===== src/design/ffd_pkg.sv =====
`default_nettype none

package ffd_pkg;

  // line geometry: the length is a power of two so pointer math wraps by itself
  localparam int unsigned ADDR_W     = 14;
  localparam int unsigned MAX_LENGTH = 1 << ADDR_W;

  // field widths
  localparam int unsigned SAMPLE_W = 16;
  localparam int unsigned FRAC_W   = 8;
  localparam int unsigned DELAY_W  = FRAC_W + ADDR_W;
  localparam int unsigned GAIN_W   = 16;

  // sequencer states
  typedef enum logic [2:0] {
    S_IDLE,
    S_READ_NEXT,
    S_INTERP,
    S_FEEDBACK,
    S_WRITE
  } ffd_state_e;

  // controller to datapath commands
  typedef struct packed {
    logic load_in;   // input transfer: latch sample and delay, read the tap
    logic cap_a;     // capture the tap entry, read the entry after it
    logic cap_y;     // capture the interpolated sample
    logic cap_p;     // capture the feedback product
    logic commit;    // write back, advance pointer, load output register
  } ffd_cmd_t;

endpackage

`default_nettype wire


===== src/design/ffd_ctrl.sv =====
`default_nettype none

module ffd_ctrl (
  input  wire logic            clk_i,
  input  wire logic            rst_ni,
  input  wire logic            in_valid_i,
  output      logic            in_ready_o,
  output      logic            out_valid_o,
  input  wire logic            out_ready_i,
  output      ffd_pkg::ffd_cmd_t cmd_o
);
  import ffd_pkg::*;

  ffd_state_e state_q, state_d;
  logic       out_valid_q, out_valid_d;
  logic       out_free;

  // output register can take a new result this cycle
  assign out_free = !out_valid_q || out_ready_i;

  // next state
  always_comb begin
    state_d = state_q;
    unique case (state_q)
      S_IDLE:      if (in_valid_i) state_d = S_READ_NEXT;
      S_READ_NEXT: state_d = S_INTERP;
      S_INTERP:    state_d = S_FEEDBACK;
      S_FEEDBACK:  state_d = S_WRITE;
      S_WRITE:     if (out_free) state_d = S_IDLE;
      default:     state_d = S_IDLE;
    endcase
  end

  // command outputs
  always_comb begin
    cmd_o = '0;
    unique case (state_q)
      S_IDLE:      cmd_o.load_in = in_valid_i;
      S_READ_NEXT: cmd_o.cap_a   = 1'b1;
      S_INTERP:    cmd_o.cap_y   = 1'b1;
      S_FEEDBACK:  cmd_o.cap_p   = 1'b1;
      S_WRITE:     cmd_o.commit  = out_free;
      default:     cmd_o = '0;
    endcase
  end

  assign in_ready_o = (state_q == S_IDLE);

  // output valid flag
  always_comb begin
    out_valid_d = out_valid_q;
    if (out_ready_i) begin
      out_valid_d = 1'b0;
    end
    if (cmd_o.commit) begin
      out_valid_d = 1'b1;
    end
  end

  assign out_valid_o = out_valid_q;

  always_ff @(posedge clk_i or negedge rst_ni) begin
    if (!rst_ni) begin
      state_q     <= S_IDLE;
      out_valid_q <= 1'b0;
    end else begin
      state_q     <= state_d;
      out_valid_q <= out_valid_d;
    end
  end

endmodule

`default_nettype wire


===== config.mk =====
export PLATFORM = sky130hd
export DESIGN_NAME = ffd_ctrl
export DESIGN_NICKNAME = d
export VERILOG_FILES = /design/src/design/ffd_pkg.sv /design/src/design/ffd_ctrl.sv
export SDC_FILE = /design/constraint.sdc
export NUM_CORES = 1
export LEC_CHECK = 0
export BUFFER_PORTS_ARGS = -buffer_cell sky130_fd_sc_hd__buf_2
export CORE_AREA = 2 2 39 41
export CTS_CLUSTER_SIZE = 16
export DETAILED_ROUTE_END_ITERATION = 12
export DIE_AREA = 0 0 41 43
export PLACE_DENSITY = 0.48
export REMOVE_ABC_BUFFERS = 1
export SYNTH_ARGS = -nofsm -noshare
export SYNTH_HDL_FRONTEND = slang
export SYNTH_SLANG_ARGS = --single-unit

===== constraint.sdc =====
create_clock -name clk_i -period 1.55 [get_ports clk_i]
set_input_delay 0.0775 -clock clk_i [delete_from_list [all_inputs] [get_ports clk_i]]
set_output_delay 0.0775 -clock clk_i [all_outputs]
set_load 0.02 [all_outputs]

=== Yosys cells after proc, flatten, opt, wreduce, memory -nomap -nowiden ===
Index checks and enable logic that the tools add are counted.

* Mux-type cells: 10
* Reduce and logical (&&, ||, !) cells: 5
* Equality and inequality tests: 6

{| class="wikitable"
|+ Operators by type and width
! kind !! number
|-
| one-hot mux 3 bit (5 select lines) || 1
|-
| 2-to-1 mux 1 bit || 7
|-
| == test 3 x 2 -> 1 bit, second input constant || 2
|-
| 2-to-1 mux 3 bit || 2
|-
| inequality test 2 bit, second input constant || 2
|-
| == test 3 x 1 -> 1 bit, second input constant || 1
|-
| == test 3 bit, second input constant || 1
|-
| logical NOT 3 bit || 1
|-
| AND reduction 2 bit || 1
|-
| nonzero test 2 bit || 1
|-
| logical NOT 1 bit || 1
|-
| logical OR 1 bit || 1
|}

* Word-level logic and storage cells: 23
* Flip-flop bits (word level): 4

=== Logic depth before layout (Yosys ltp) ===
Gate-level depths: netlist of the first run.

* Word-level depth: 4
* Depth in mapped cells: 3

=== Worst setup path after synthesis of the first run ===
No wires, ideal clock.

* Path type: reg2out
* Start point: register state_q[1]
* End point: output port cmd_o[4] in the netlist's numbering
* Slack: 0.172 ns
* Arrival time: 1.301 ns
* Path buffers: 0
* Stages on the path, launching flop included: 3
* Cells stage by stage: dfrtp_1 nor3_1 and2_1

{| class="wikitable"
|+ RTL lines
! what !! RTL line !! source
|-
| from (decl) || ffd_ctrl.sv:14 || <nowiki>ffd_state_e state_q, state_d;</nowiki>
|-
| from (signal assigned) || ffd_ctrl.sv:67 || <nowiki>state_q <= state_d;</nowiki>
|-
| to (decl) || ffd_ctrl.sv:10 || <nowiki>output ffd_pkg::ffd_cmd_t cmd_o</nowiki>
|}

==> results of run 1 <==
==> state kept, by name, indices dropped and copies added, names as in the netlist <==
name and cells:
out_valid_o 1, state_q 3
==> metrics by stage <==
| stage | std cells | setup slack, ns | hold WS, ns |
|---|---|---|---|
| 3_3_place_gp | 44 | 0.343 | -0.117 |
| 3_5_place_dp | 44 | 0.335 | -0.114 |
| 2_1_floorplan | 18 | 0.172 | -0.218 |
| 5_1_grt | 48 | 0.0372 | 0.131 |
| 6_report | 48 | 0.0970 | 0.117 |
| 4_1_cts | 48 | 0.0844 | 0.114 |
==> layout make-up <==
cell class	count	area (sq um)	share of cell area, %
Clock buffer	3	22.5	7.50
Multi-Input combinational cell	14	97.6	32.5
Sequential cell	4	100	33.3
Tap cell	16	20.0	6.67
Timing Repair Buffer	11	60.1	20.0
==> timing repair <==
item                                   4_1_cts  5_1_grt
buffers inserted                             0        0
endpoints found under the hold margin        4        0
hold buffers                                 1        0
==> power by group <==
part,internal [uW],leakage (uW),switching [uW]
Sequential,154,0.0000513,74.6
Clock,86.5,0.0000138,41.6
Combinational,148,0.0000944,187
==> cell families after synthesis <==
family / after synthesis / share of synthesized area (%)
flops: 4 / 47.1
compound gates: 1 / 5.29
simple gates: 12 / 36.5
buf+inv: 2 / 7.06
xor+xnor: 1 / 4.12
==> synthesized netlist by cell type (all sizes together) <==
| cell | count |
|---|---|
| and2 | 1 |
| and3b | 1 |
| buf | 2 |
| dfrtp | 4 |
| nand2 | 1 |
| nand2b | 1 |
| nor2 | 2 |
| nor2b | 1 |
| nor3 | 2 |
| nor3b | 2 |
| o21bai | 1 |
| or3b | 1 |
| xnor2 | 1 |
==> per-layer routing <==
| layer | share of wire, % | vias to the layer above | GRT usage (%) |
|---|---|---|---|
| li1 | - | 89 | - |
| met1 | 46 | 75 | 6.49 |
| met2 | 39 | 13 | 7.19 |
| met3 | 16 | 0 | 6.28 |
| met4 | 0 | 0 | 2.00 |
| met5 | 0 | - | 0 |
==> worst max path at each step <==
stage	startpoint	endpoint	slack [ns]	cells after the start
2_1_floorplan	state_q[1]	cmd_o[4]	0.17	2
4_1_cts	state_q[1]	cmd_o[0]	0.08	3
5_1_grt	state_q[2]	cmd_o[0]	0.04	3
3_3_place_gp	state_q[1]	cmd_o[0]	0.34	3
6_report	state_q[1]	cmd_o[0]	0.1	3
3_5_place_dp	state_q[1]	cmd_o[0]	0.33	3
==> worst reg2reg max path, stage by stage (launching register included) <==
cell and delay (ns):
dfrtp_1 0.44, or3b_4 0.44, o21bai_2 0.12
==> cells in the final DEF (no fill, tap or decap), types with 2 or more instances in the layout <==
master | synthesis | final
buf_2 | 0 | 10
clkbuf_4 | 0 | 3
dfrtp_1 | 4 | 4
nor2_1 | 2 | 2
nor3_1 | 2 | 2
nor3b_1 | 2 | 2
==> impl_metrics.yaml, run 1 <==
run_status:
  status: "finished clean"
synth:
  yosys.area.top_type_share_pct: 47.1
  ys_top_cells_by_area: "dfrtp_1 47%, buf_4 7.1%, nor3b_1 7.1%"
  yosys_register_bits: 4
  syn_area_per_cell_sq_um: 10.6
  synth_area_sq_um: 213
  synth_cell_types: 13
  seq_area_frac_synth_pct: 47.1
  ys_warn_count: 0
  yosysTopAreaCell: "dfrtp_1"
  synth_cells: 20
clock_tree:
  clk_path_buf_depth: 2
  cts_num_sinks: 4
  root_buffer: "clkbuf_4"
  cts_tree: "built"
  htreeDepth: 1
  clock_latency_ns: 0.24
  ctsResizeCount: 0
  path_clk_slew_ns: 0.03
  numCtsBuffers: 3
setup_path:
  r2r_setup_slack_ns: 0.48
  max_stage_delay_ns: 0.44
  endpoint_kind: "output port"
  critPathBufInv: 1
  rr_worst_depth: 2
  critPathTopFamily: "simple AND/OR/NAND/NOR gates"
  cp_max_fo: 7
  r2r_end: "state_q[2]"
  cp.arrival_ns: 1.38
  start_kind: "flop"
  worstPathRequired_ns: 1.47
  worstReg2RegStart: "state_q[1]"
  crit_chain: "or3b_4 -> nor2b_2 -> buf_2"
  slowest_stage: "dfrtp_1"
  path_class: "reg2out"
timing:
  tightest_slew_ns: 0.230
  rsz0062_at_grt: "no"
  hold_violations: 0
  skew_ns: 0.00448
  max_freq_mhz: 688
  post-route-min-period_ns: 1.45
  maxSlewHeadroom_pct: 84.6
  setup_viol: 0
  tns_ns: 0
  finalCritPeriodShare_pct: 93.7
  slew_violations: 0
detailed_routing:
  drc: 0
  routed_via_density: 3.69
  drt-pass1-iter-count: 1
  drt_wl_total_um: 445
  drtIter0Drc: 0
  route.vias.total: 177
  ant_nets: 0
  post_drt_wl_per_cell_um: 9.27
layout:
  design_area_sq_um: 300
  num_antenna_cells: 0
  fin_util_pct: 21.7
  area_growth_pct: 41.2
  layout-drive-gt1-share_pct: 50.0
  nets: 38
  fill_cells: 152
die:
  start_util_pct: 15.4
  die_w_um: 41
  rows: 14
  core_area_sq_um: 1380
  io_pins: 11
  fp.dieH_um: 43
  die_area_sq_um: 1760
worst_hold_path:
  holdPathEnd: "state_q[0]"
  min_path_cells: 3
  hold_class: "in2reg"
  hold_start: "in_valid_i"
power:
  power_density_nw_per_um2: 2300
  leakage_uw: 0.000160
  vdd_drop_max_v: 0.000594
  power_uw: 691
place:
  gp_congestion: 0.655
  numPortBuffers: 10
  dpl-instance-area_sq_um: 268
  dpl.hpwl_um: 326
global_route:
  grt_first_pass_wirelength_um: 627
  grt-ovfl-total: 0
  antenna_found_initial: 0
  grt_pass1_vias: 152
  grt_usage_pct: 5.84
  grt_max_degree: 8
job:
  cap_violations: 0
(Power assumes the default switching activity.)
==> inputs of run 2 (changes only) <==
--- a/config.mk
+++ b/config.mk
@@ -5,6 +5,7 @@
 export SDC_FILE = /design/constraint.sdc
 export NUM_CORES = 1
 export LEC_CHECK = 0
+export ABC_AREA = 1
 export BUFFER_PORTS_ARGS = -buffer_cell sky130_fd_sc_hd__buf_2
 export CORE_AREA = 2 2 39 41
 export CTS_CLUSTER_SIZE = 16
==> run 2 against run 1 <==
Net effect: first-iteration DRC count rose by 2; via count up 15%; critical path depth is 1 higher; routed wire length decreased by 7.0%; critical endpoint unchanged; combinational power increased by 5%; clock skew is 0.0017 ns lower; global-route usage rose by 0.81 points; fmax is 22% higher; critical path type unchanged; clock-buffer cell count stayed put.
==> impl_metrics.yaml, run 2 <==
run_status:
  status: "finished clean"
setup_path:
  worstReg2RegStart: "state_q[1]"
  crit_top_cell: "nor2_2"
  cp_max_fo: 5
  path_class: "reg2out"
  critPathLaunch: "state_q[1]"
  worstPathRequired_ns: 1.47
  r2r_setup_slack_ns: 0.72
  start_kind: "flop"
  rr_worst_depth: 3
  critPathTopFamily: "flip-flops"
  slowest_stage: "dfrtp_1"
  cp.arrival_ns: 1.11
  critPathBufInv: 1
  endpoint_kind: "output port"
  crit_chain: "nor2_2 -> nand2_1 -> nor2_2 -> buf_2"
  r2r_end: "out_valid_o"
  max_stage_delay_ns: 0.41
synth:
  synthAdderAreaFrac_pct: 0
  seq_area_frac_synth_pct: 46.5
  synth-edff-count: 0
  ys_top_cells_by_area: "dfrtp_1 47%, inv_1 12%, nand3_1 7.0%"
  synth_top_family_by_area: "simple AND/OR/NAND/NOR gates"
  synth_cells: 28
  ys_warn_count: 0
  synth_compound_area_share_pct: 8.14
  yosysMostFrequentCell: "inv_1"
  yosys.area.top_type_share_pct: 46.5
  synth_cell_types: 11
  ys.flop_type: "dfrtp_1"
  syn_area_per_cell_sq_um: 7.69
  synthXorXnorAreaFrac_pct: 0
  yosys_register_bits: 4
  synth_mux_area_share_pct: 0
  yosys.area_share.simple_pct: 26.2
  synth_area_sq_um: 215
  ys_top_cells_by_count: "7 x inv_1, 4 x dfrtp_1, 3 x nand2_1, 3 x nand3_1, 3 x nor2_1"
  yosysTopAreaCell: "dfrtp_1"
  async_reset_ff_share_pct: 100
power:
  vdd_drop_max_v: 0.000449
  power_uw: 673
  leakage_uw: 0.000188
  power_density_nw_per_um2: 2220
place:
  place_ws_ns: 0.588
  gp_congestion: 0.640
  numPortBuffers: 10
  dpl.hpwl_um: 345
  dpl-instance-area_sq_um: 270
detailed_routing:
  routed_via_density: 3.63
  post_drt_wl_per_cell_um: 7.39
  route.vias.total: 203
  drc: 0
  drtIter0Drc: 2
  drt_wl_total_um: 414
  drt-pass1-iter-count: 3
  ant_nets: 0
worst_hold_path:
  holdPathEnd: "out_valid_o"
  hold_start: "out_ready_i"
  min_path_cells: 2
  hold_class: "in2reg"
die:
  io_pins: 11
  core_area_sq_um: 1380
  die_area_sq_um: 1760
  rows: 14
  fp.dieH_um: 43
  die_w_um: 41
  start_util_pct: 15.6
layout:
  final_common_cell: "buf_2"
  nets: 46
  layout-drive-gt1-share_pct: 37.5
  largest_reg_flops: 3
  design_area_sq_um: 303
  num_antenna_cells: 0
  top_register: "state_q"
  fill_cells: 160
  mostFrequentLayoutCells: "10 x buf_2, 7 x inv_1, 4 x dfrtp_1"
  area_growth_pct: 40.7
timing:
  rsz0062_at_grt: "no"
  setup_viol: 0
  tightest_slew_ns: 0.168
  timing.final.ws_setup_ns: 0.360
  post-route-min-period_ns: 1.19
  slew_violations: 0
  finalCritPeriodShare_pct: 76.8
  tns_ns: 0
  skew_ns: 0.00276
  max_freq_mhz: 840
  hold_violations: 0
  maxSlewHeadroom_pct: 88.8
global_route:
  grt-ovfl-total: 0
  grt_first_pass_wirelength_um: 662
  grt_max_degree: 6
  grt_usage_pct: 6.65
  grt_pass1_vias: 188
  antenna_found_initial: 0
clock_tree:
  path_clk_slew_ns: 0.04
  ctsResizeCount: 0
  cts_tree: "built"
  numCtsBuffers: 3
  root_buffer: "clkbuf_4"
  cts_hold_buffers: 1
  htreeDepth: 1
  clock_latency_ns: 0.23
  cts_num_sinks: 4
  clk_path_buf_depth: 2
  postCtsSetupBuffers: 0
job:
  cap_violations: 0
==> run 2: cell count changes after synthesis, moves of 2 or more <==
cell / delta
nand3_1: +3
inv_1: +7
nor2_2: +2
nor3_1: -2
nand2_1: +2
nor3b_1: -2
==> run 2: final cells by class <==
cell class / instances / area [sq um] / area share, %
clock buffer: 3 / 22.5 / 7.44
sequential: 4 / 100 / 33.1
inverter: 7 / 26.3 / 8.68
timing repair buffer: 11 / 60.1 / 19.8
multi-input combinational: 15 / 73.8 / 24.4
tap: 16 / 20.0 / 6.61
==> run 2: cell families after synthesis <==
| kind of cell | count (synthesis) |
|---|---|
| DFF | 4 |
| AOI/OAI and AO/OA | 3 |
| buffers and inverters | 9 |
| and+or+nand+nor | 12 |
==> run 2: worst max path at each step <==
stage                     to  slack (ns)  depth (start not counted)
global route        cmd_o[0]        0.25                          4
floorplan           cmd_o[2]        0.63                          3
detailed placement  cmd_o[0]        0.59                          4
finish              cmd_o[0]        0.36                          4
CTS                 cmd_o[0]        0.33                          4
global placement    cmd_o[0]        0.61                          4
==> run 2: report_power, final <==
group	leakage (uW)	total (uW)	internal, uW	switching, uW
Sequential	0.0000517	195	152	42.5
Combinational	0.000122	352	118	234
Clock	0.0000138	126	86.4	39.6
==> run 2: stage by stage <==
stage / utilization, % / hold WS [ns] / instances
5_1_grt: 21.9 / 0.0868 / 56
6_report: 21.9 / 0.0692 / 56
2_1_floorplan: - / -0.218 / 26
4_1_cts: 21.9 / 0.0628 / 56
3_5_place_dp: 19.5 / -0.114 / 52
3_3_place_gp: 19.5 / -0.115 / 52
==> run 2: metal layers <==
layer	routed length, um	global-route usage, %
met4	8	12.0
met5	0	0
met2	217	8.75
met1	149	4.55
met3	37	3.14
